===== src/rtl/stlbs_pkg.sv =====
// Shared types and constants for the sorted text line search block.
package stlbs_pkg;
  localparam int STORE_BYTES = 65536;
  localparam int ADDR_W = $clog2(STORE_BYTES);
  localparam int PTR_W = ADDR_W + 1;
  localparam int NUMBER_SCAN_BYTES = 60;
  localparam int SCAN_W = $clog2(NUMBER_SCAN_BYTES + 1);
  localparam logic [31:0] HEADER_LIMIT = 32'd9340031;
  localparam logic [31:0] NUM_MAX = 32'h7FFF_FFFF;

  localparam logic [1:0] MODE_LOAD = 2'd0;
  localparam logic [1:0] MODE_QUERY = 2'd1;
  localparam logic [1:0] MODE_REWIND = 2'd2;

  localparam logic [7:0] CH_LF = 8'h0A;
  localparam logic [7:0] CH_NUL = 8'h00;
  localparam logic [7:0] CH_SP = 8'h20;
  localparam logic [7:0] CH_PLUS = 8'h2B;
  localparam logic [7:0] CH_MINUS = 8'h2D;
  localparam logic [7:0] CH_0 = 8'h30;
  localparam logic [7:0] CH_9 = 8'h39;

  typedef struct packed {
    logic [1:0]  mode;
    logic [7:0]  load_byte;
    logic [23:0] search_id;
  } in_item_t;

  typedef struct packed {
    logic       found;
    logic       char_valid;
    logic [7:0] text_char;
    logic       last;
  } out_item_t;

  // Read request / write request to the byte store.
  typedef struct packed {
    logic              we;
    logic [ADDR_W-1:0] waddr;
    logic [7:0]        wdata;
    logic [ADDR_W-1:0] raddr;
  } mem_req_t;
endpackage


===== src/rtl/stlbs_ctrl.sv =====
// Sequencer: loads, header parse, line-aligned binary search and line emission.
module stlbs_ctrl (
  input  logic                  clk,
  input  logic                  rst_n,
  input  logic                  in_valid,
  output logic                  in_ready,
  input  stlbs_pkg::in_item_t   in_data,
  output logic                  out_valid,
  input  logic                  out_ready,
  output stlbs_pkg::out_item_t  out_data,
  input  logic [6:0]            lim_cfg,
  output stlbs_pkg::mem_req_t   mreq,
  input  logic [7:0]            rdata
);
  import stlbs_pkg::*;

  // States
  localparam logic [3:0] S_IDLE   = 4'd0;
  localparam logic [3:0] S_NUM    = 4'd1;  // parse leading number at pos_r
  localparam logic [3:0] S_NL     = 4'd2;  // scan for newline from pos_r
  localparam logic [3:0] S_EMIT   = 4'd3;  // read char
  localparam logic [3:0] S_OUT    = 4'd4;  // waiting for out handshake, or peeking the next byte
  localparam logic [3:0] S_DECIDE = 4'd5;  // compare id, update bounds

  // What the number / newline result feeds
  localparam logic [2:0] J_HDR    = 3'd0;  // header number parsed
  localparam logic [2:0] J_BEGIN  = 3'd1;  // next_line(0) -> begin
  localparam logic [2:0] J_MID    = 3'd2;  // next_line(mid)
  localparam logic [2:0] J_FB     = 3'd3;  // next_line(begin) fallback
  localparam logic [2:0] J_PROBE  = 3'd4;  // probe id parsed
  localparam logic [2:0] J_ADV    = 3'd5;  // next_line(test) -> begin

  logic [3:0]        st_r;
  logic [2:0]        job_r;
  logic [PTR_W-1:0]  wp_r;
  logic [PTR_W-1:0]  ptr_r;       // unused
  logic [PTR_W-1:0]  pos_r;       // current address
  logic              pend_r;      // read of pos_r already issued
  logic [SCAN_W-1:0] cnt_r;
  logic [1:0]        ph_r;        // 0 space/sign, 2 digits, 3 bounds set
  logic              neg_r;
  logic [31:0]       mag_r;
  logic [PTR_W-1:0]  beg_r, end_r, test_r;
  logic [23:0]       sid_r;
  logic [5:0]        n_r, lim_r;
  out_item_t         ob_r;
  logic              ov_r;

  logic [7:0] c;
  assign c = pos_r[ADDR_W] ? CH_NUL : rdata;

  logic in_acc;
  assign in_acc = in_valid && in_ready;
  assign in_ready = (st_r == S_IDLE) && !ov_r;
  assign out_valid = ov_r;
  assign out_data = ob_r;

  // read address: one ahead when consuming
  logic [PTR_W-1:0] rpos;
  always_comb begin
    mreq.we = in_acc && (in_data.mode == MODE_LOAD) && !wp_r[ADDR_W];
    mreq.waddr = wp_r[ADDR_W-1:0];
    mreq.wdata = in_data.load_byte;
    rpos = pos_r;
    if (pend_r && st_r != S_IDLE && st_r != S_OUT && st_r != S_DECIDE) rpos = pos_r + 1'b1;
    mreq.raddr = rpos[ADDR_W-1:0];
  end

  // atol value from magnitude
  logic signed [33:0] numval;
  always_comb begin
    if (neg_r) numval = -$signed({2'b00, mag_r});
    else numval = (mag_r > NUM_MAX) ? $signed({2'b00, NUM_MAX}) : $signed({2'b00, mag_r});
  end

  logic [35:0] mag10;
  assign mag10 = {4'd0, mag_r} * 36'd10 + {28'd0, c - CH_0};

  logic ws, dig;
  assign ws = (c == CH_SP) || (c >= 8'd9 && c <= 8'd13);
  assign dig = (c >= CH_0) && (c <= CH_9);

  logic [PTR_W:0] midsum;
  assign midsum = {1'b0, beg_r} + {1'b0, end_r};

  always_ff @(posedge clk) begin
    if (!rst_n) begin
      st_r <= S_IDLE;
      wp_r <= '0;
      ov_r <= 1'b0;
      pend_r <= 1'b0;
      job_r <= J_HDR;
    end else begin
      if (ov_r && out_ready) ov_r <= 1'b0;
      case (st_r)
        S_IDLE: begin
          if (in_acc) begin
            case (in_data.mode)
              MODE_LOAD: if (!wp_r[ADDR_W]) wp_r <= wp_r + 1'b1;
              MODE_REWIND: wp_r <= '0;
              MODE_QUERY: begin
                sid_r <= in_data.search_id;
                lim_r <= (lim_cfg == 7'd0) ? 6'd0 :
                         (lim_cfg > 7'd64) ? 6'd63 : 6'(lim_cfg - 7'd1);
                job_r <= J_HDR;
                pos_r <= '0;
                cnt_r <= '0; ph_r <= 2'd0; neg_r <= 1'b0; mag_r <= '0;
                pend_r <= 1'b0;
                st_r <= S_NUM;
              end
              default: ;
            endcase
          end
        end
        S_NUM: begin
          // on entry the read of pos_r is issued; after that pos_r data is in c
          if (!pend_r) begin
            pend_r <= 1'b1;
          end else if (cnt_r == SCAN_W'(NUMBER_SCAN_BYTES)) begin
            st_r <= S_DECIDE; pend_r <= 1'b0;
          end else if (ph_r == 2'd0 && ws) begin
            cnt_r <= cnt_r + 1'b1; pos_r <= pos_r + 1'b1;
          end else if (ph_r == 2'd0 && (c == CH_PLUS || c == CH_MINUS)) begin
            neg_r <= (c == CH_MINUS); ph_r <= 2'd2;
            cnt_r <= cnt_r + 1'b1; pos_r <= pos_r + 1'b1;
          end else if (dig) begin
            ph_r <= 2'd2;
            mag_r <= (mag10 > 36'h8000_0000) ? 32'h8000_0000 : mag10[31:0];
            cnt_r <= cnt_r + 1'b1; pos_r <= pos_r + 1'b1;
          end else begin
            st_r <= S_DECIDE; pend_r <= 1'b0;
          end
        end
        S_NL: begin
          if (!pend_r) begin
            pend_r <= 1'b1;
          end else if (pos_r[ADDR_W]) begin
            test_r <= PTR_W'(STORE_BYTES); st_r <= S_DECIDE; pend_r <= 1'b0;
          end else if (c == CH_LF) begin
            test_r <= pos_r + 1'b1; st_r <= S_DECIDE; pend_r <= 1'b0;
          end else pos_r <= pos_r + 1'b1;
        end
        S_DECIDE: begin
          case (job_r)
            J_HDR: begin
              if (numval <= 0 || numval > $signed({2'b00, HEADER_LIMIT})) begin
                ob_r <= '{1'b0, 1'b0, CH_NUL, 1'b1}; ov_r <= 1'b1; st_r <= S_OUT;
              end else begin
                mag_r <= numval[31:0];
                job_r <= J_BEGIN; pos_r <= '0; pend_r <= 1'b0; st_r <= S_NL;
              end
            end
            J_BEGIN: begin
              if ({16'd0, test_r} + {1'b0, mag_r} > 33'(STORE_BYTES)) begin
                ob_r <= '{1'b0, 1'b0, CH_NUL, 1'b1}; ov_r <= 1'b1; st_r <= S_OUT;
              end else begin
                beg_r <= test_r; end_r <= PTR_W'(test_r + mag_r[PTR_W-1:0]);
                job_r <= J_ADV; // reuse path: loop head
                st_r <= S_DECIDE;
                test_r <= test_r;
                ph_r <= 2'd3;
              end
            end
            J_ADV: begin
              // loop head; ph_r==3 means bounds already set
              if (ph_r != 2'd3) beg_r <= test_r;
              ph_r <= 2'd0;
              if ((ph_r == 2'd3 ? beg_r : test_r) < end_r) begin
                pos_r <= (ph_r == 2'd3) ? PTR_W'(midsum >> 1)
                       : PTR_W'(({1'b0, test_r} + {1'b0, end_r}) >> 1);
                job_r <= J_MID; pend_r <= 1'b0; st_r <= S_NL;
              end else begin
                ob_r <= '{1'b0, 1'b0, CH_NUL, 1'b1}; ov_r <= 1'b1; st_r <= S_OUT;
              end
            end
            J_MID: begin
              if (test_r >= end_r) begin
                pos_r <= beg_r; job_r <= J_FB; pend_r <= 1'b0; st_r <= S_NL;
              end else begin
                pos_r <= test_r; job_r <= J_PROBE;
                cnt_r <= '0; ph_r <= 2'd0; neg_r <= 1'b0; mag_r <= '0;
                pend_r <= 1'b0; st_r <= S_NUM;
              end
            end
            J_FB: begin
              pos_r <= (test_r >= end_r) ? beg_r : test_r;
              if (test_r >= end_r) test_r <= beg_r;
              job_r <= J_PROBE;
              cnt_r <= '0; ph_r <= 2'd0; neg_r <= 1'b0; mag_r <= '0;
              pend_r <= 1'b0; st_r <= S_NUM;
            end
            default: begin // J_PROBE
              if (numval == $signed({10'd0, sid_r})) begin
                pos_r <= test_r; n_r <= '0; pend_r <= 1'b0; st_r <= S_EMIT;
              end else if ($signed({10'd0, sid_r}) < numval) begin
                end_r <= test_r; ph_r <= 2'd3; job_r <= J_ADV; st_r <= S_DECIDE;
              end else begin
                pos_r <= test_r; job_r <= J_ADV; ph_r <= 2'd0;
                pend_r <= 1'b0; st_r <= S_NL;
              end
            end
          endcase
        end
        S_EMIT: begin
          if (!pend_r) begin
            pend_r <= 1'b1;
          end else begin
            pend_r <= 1'b0;
            if (n_r == lim_r || c == CH_NUL || c == CH_LF) begin
              if (n_r == 6'd0) begin
                ob_r <= '{1'b1, 1'b0, CH_NUL, 1'b1}; ov_r <= 1'b1;
              end
              st_r <= S_OUT; job_r <= J_HDR;
            end else begin
              // hold char; decide last after peeking next
              ob_r <= '{1'b1, 1'b1, c, 1'b0};
              n_r <= n_r + 1'b1; pos_r <= pos_r + 1'b1;
              st_r <= S_OUT; job_r <= J_PROBE;
            end
          end
        end
        default: begin // S_OUT
          if (job_r == J_PROBE) begin
            // char buffered, not yet shown: peek following byte
            if (!pend_r) begin
              pend_r <= 1'b1;
            end else begin
              ob_r.last <= (n_r == lim_r || c == CH_NUL || c == CH_LF);
              ov_r <= 1'b1; job_r <= J_BEGIN; pend_r <= 1'b0;
            end
          end else if (job_r == J_BEGIN) begin
            if (ov_r && out_ready) begin
              if (ob_r.last) begin st_r <= S_IDLE; job_r <= J_HDR; end
              else begin pend_r <= 1'b1; st_r <= S_EMIT; end
            end
          end else if (!ov_r || out_ready) begin
            st_r <= S_IDLE;
          end
        end
      endcase
    end
  end
endmodule


===== config.mk =====
export PLATFORM = sky130hd
export DESIGN_NAME = stlbs_ctrl
export DESIGN_NICKNAME = d
export VERILOG_FILES = /design/src/rtl/stlbs_pkg.sv /design/src/rtl/stlbs_ctrl.sv
export SDC_FILE = /design/constraint.sdc
export NUM_CORES = 1
export LEC_CHECK = 0
export CAP_MARGIN = 15
export CORE_UTILIZATION = 60
export CTS_BUF_LIST = sky130_fd_sc_hd__clkbuf_16
export DETAILED_ROUTE_END_ITERATION = 8
export DONT_BUFFER_PORTS = 1
export HOLD_SLACK_MARGIN = 0.02
export PLACE_DENSITY = 0.82
export SLEW_MARGIN = 10
export SYNTH_ARGS = -nofsm -noshare
export SYNTH_HDL_FRONTEND = slang
export SYNTH_SLANG_ARGS = --single-unit

===== constraint.sdc =====
create_clock -name clk -period 5.4 [get_ports clk]
set_input_delay 1.08 -clock clk [delete_from_list [all_inputs] [get_ports clk]]
set_output_delay 1.08 -clock clk [all_outputs]
set_load 0.01 [all_outputs]

==> results.txt <==
status: completed
most frequent cells after synthesis: ha_1, nand2_1, edfxtp_1
# DRC: 0
I/O Buffers: 0
placer congestion estimate: 0.975
Hold Crit Start: wp_r[8]
final worst-path cycle share: 0.966
Detailed Route Iter0 Violations: 1856
IO Pins: 107
crit start category: flop
Hold Crit Class: reg2reg
Ys Warns: 0
placed cells: 2381
Layout Nets: 2248
Rel. slew slack: 0.195
DR WL/cell: 20.3 um
worst r2r dst: mag_r[24]
Pwr Density: 513 nW/um^2
vias per inst: 6.80
vias in the first global route: 15400
Initial Utilization: 0.611
sequential fraction of the synthesis area: 0.295
Worst Hold Path EP: wp_r[8]
DIE WIDTH: 173 um
setup ws final: 0.183 ns
final-layout fill cell count: 2405
H-tree levels: 4
Slew @ Worst Pin: 1.20 ns
diode count: 0
CTS Hold Buffers Added: 0
switching part of the total: 0.502
FF+latch count, synth: 181
top cells by area, synth: edfxtp_1, ha_1, xnor2_1, a21oi_1, nand2_1
Cell Area, Synth: 17600 um^2
achievable frequency: 0.192 GHz
DIE HEIGHT: 173 um
core area: 28800 um^2
fin crit period: 5.22 ns
crit path kind: reg2reg
Net Sw Power: 4810 uW
Setup WS pre-CTS: -0.0483 ns
count leader, synth: ha_1
synthesized instance count: 2049
die footprint: 30000 um^2
RSZ-0062 raised after global routing: yes
clk_lat worst skew: 0.45 ns
Reg2Reg Depth: 14
antenna-violating nets left: 0
final hold vios: 0
Critical Path Start: mag_r[5]
worst reg2reg setup slack: 0.18 ns
MaxCap Viol Count: 0
static leakage: 0.00722 uW
clock share of power: 0.130
row count: 62
first-pass GRT wire length: 79300 um
Flop pwr share: 0.219
Worst IR Drop VDD: 0.000351 V
Logic pwr share: 0.651
Arr. time, crit path: 5.49 ns
Finished Layout Cells: 2414
Req. time, crit path: 5.67 ns
CP Max Fanout: 8
Clock Skew: 0.0170 ns
Max Slew Vio Count: 0
Mapped Nets: 2280
fraction of registers with async set/reset: 0
worst r2r src: mag_r[5]
Hold WS: 0.568 ns
# setup viols final: 0
DRT Pass-1 Iters: 7
clock slew at the register clock pins of the worst setup and hold paths: 0.08 ns
Worst setup EP type: flop
CTS tree: built
clk root buf: clkbuf_16
CTS sink count: 181
leading register cell type out of synthesis: edfxtp_1
DP HPWL: 37500 um
syn avg cell area: 8.58 um^2
Distinct cells, synth: 101
total CTS buffers: 17
EDFF count, synth: 156
Int Pwr: 4770 uW
total gr overflow: 0
share of the synthesized area in the top cell type: 0.266
Total GRT Usage: 0.324
DRT Wirelength: 49100 um
Worst Hold Depth: 2
area grow syn2layout: 6.23%
via count: 16400
largest net degree at the start of global routing: 49
dominant cell type by area after synthesis: edfxtp_1
share of cells above drive strength 1: 0.0828
CTS max path bufs: 2
initial antenna violation count: 0
-- how the worst max path moves through the flow --
stage	to	slack, ns
2_1_floorplan	pos_r[0]	0.53
3_3_place_gp	mag_r[0]	0.13
3_5_place_dp	mag_r[24]	-0.05
4_1_cts	mag_r[24]	0.16
5_1_grt	mag_r[24]	-0.02
6_report	mag_r[24]	0.18
-- worst max-delay path: stages (launching register included) --
cell	delay, ns
edfxtp_1	0.44
ha_1	0.33
ha_1	0.42
o211ai_1	0.19
o211ai_2	0.33
nand3_1	0.16
a41oi_1	0.51
o21ai_0	0.29
xnor2_1	0.60
nand4_2	0.27
nor4b_4	0.32
a21oi_1	0.11
or4b_1	0.53
o41a_1	0.41
o22ai_2	0.12
-- cells in the final DEF, fill, tap and decap left out, types with 21 or more instances in the layout --
| cell type | n |
|---|---|
| nor2_1 | 144 |
| o21ai_0 | 110 |
| nand4_1 | 40 |
| nor4_1 | 24 |
| mux2_2 | 22 |
| dfxtp_1 | 25 |
| buf_4 | 67 |
| or3_1 | 31 |
| ha_1 | 174 |
| a21oi_1 | 137 |
| nand2_1 | 173 |
| inv_1 | 94 |
| o211ai_1 | 23 |
| nor3_1 | 69 |
| a21o_1 | 44 |
| a31oi_1 | 23 |
| edfxtp_1 | 156 |
| a211oi_1 | 22 |
| xnor2_1 | 85 |
| nor2b_1 | 21 |
| nand3_1 | 69 |
| and3_1 | 24 |
| xor2_1 | 61 |
| o21a_1 | 22 |
| o22ai_1 | 65 |
-- logic make-up (layout without fill, tap and decap cells) --
group	count (synthesis)	after routing	share of synthesized area
DFF	181	181	0.295
xor gates and xnor gates	146	146	0.0727
adders and majority gates	181	181	0.130
and+or+nand+nor	702	702	0.205
buffers and inverters	212	193	0.0513
AOI/OAI and AO/OA	585	585	0.221
muxes	42	42	0.0256
-- registers in the layout, summed over array words and instances (netlist names) --
signal and count:
job_r 3, st_r 3, out_valid 1, out_data 11, mag_r 32, neg_r 1, wp_r 17, n_r 6
ph_r 2, pos_r 17, beg_r 17, lim_r 6, cnt_r 6, pend_r 1, sid_r 24, end_r 17
test_r 17
-- per-layer routing --
layer | track usage | vias up | wire, um
met5 | 0 | - | 0
met4 | 0.111 | 0 | 1330
met3 | 0.0550 | 126 | 4460
met2 | 0.526 | 836 | 22700
met1 | 0.437 | 7800 | 20600
li1 | - | 7647 | -
-- per-stage QoR --
stage / area (um^2) / total power, uW / TNS [ns] / util
final: 18700 / 9580 / 0 / 0.649
after global routing: 18700 / 10200 / -0.0739 / 0.649
after CTS: 18600 / 9380 / 0 / 0.648
after detailed placement: 18100 / 8120 / -0.0793 / 0.628
after global placement: 18100 / 7940 / 0 / 0.628
after floorplan: 17600 / 6570 / 0 / -
-- final cells by class --
type	count	area, um^2	share of cell area
Multi-Input combinational cell	1656	11600	0.619
Clock buffer	17	425	0.0228
Tap cell	384	480	0.0257
Inverter	93	349	0.0187
Clock inverter	15	145	0.00777
Timing Repair Buffer	68	523	0.0280
Sequential cell	181	5180	0.278
-- power by group through the flow --
stage               Sequential [uW]  Combinational [uW]  Clock (uW)
CTS                            2090                6050        1240
floorplan                      2020                4550           0
global placement               2100                5840           0
finish                         2100                6230        1250
detailed placement             2120                6000           0
global route                   2130                6800        1290
-- timing repair --
item                       in CTS  in global routing
buffers inserted                0                  1
pin swaps                       0                  1
setup endpoints to repair       2                 18
hold endpoints to repair        0                  0
resized for setup               1                  4
cloned                          0                  0
No activity file was read; power rests on OpenSTA's default activity.
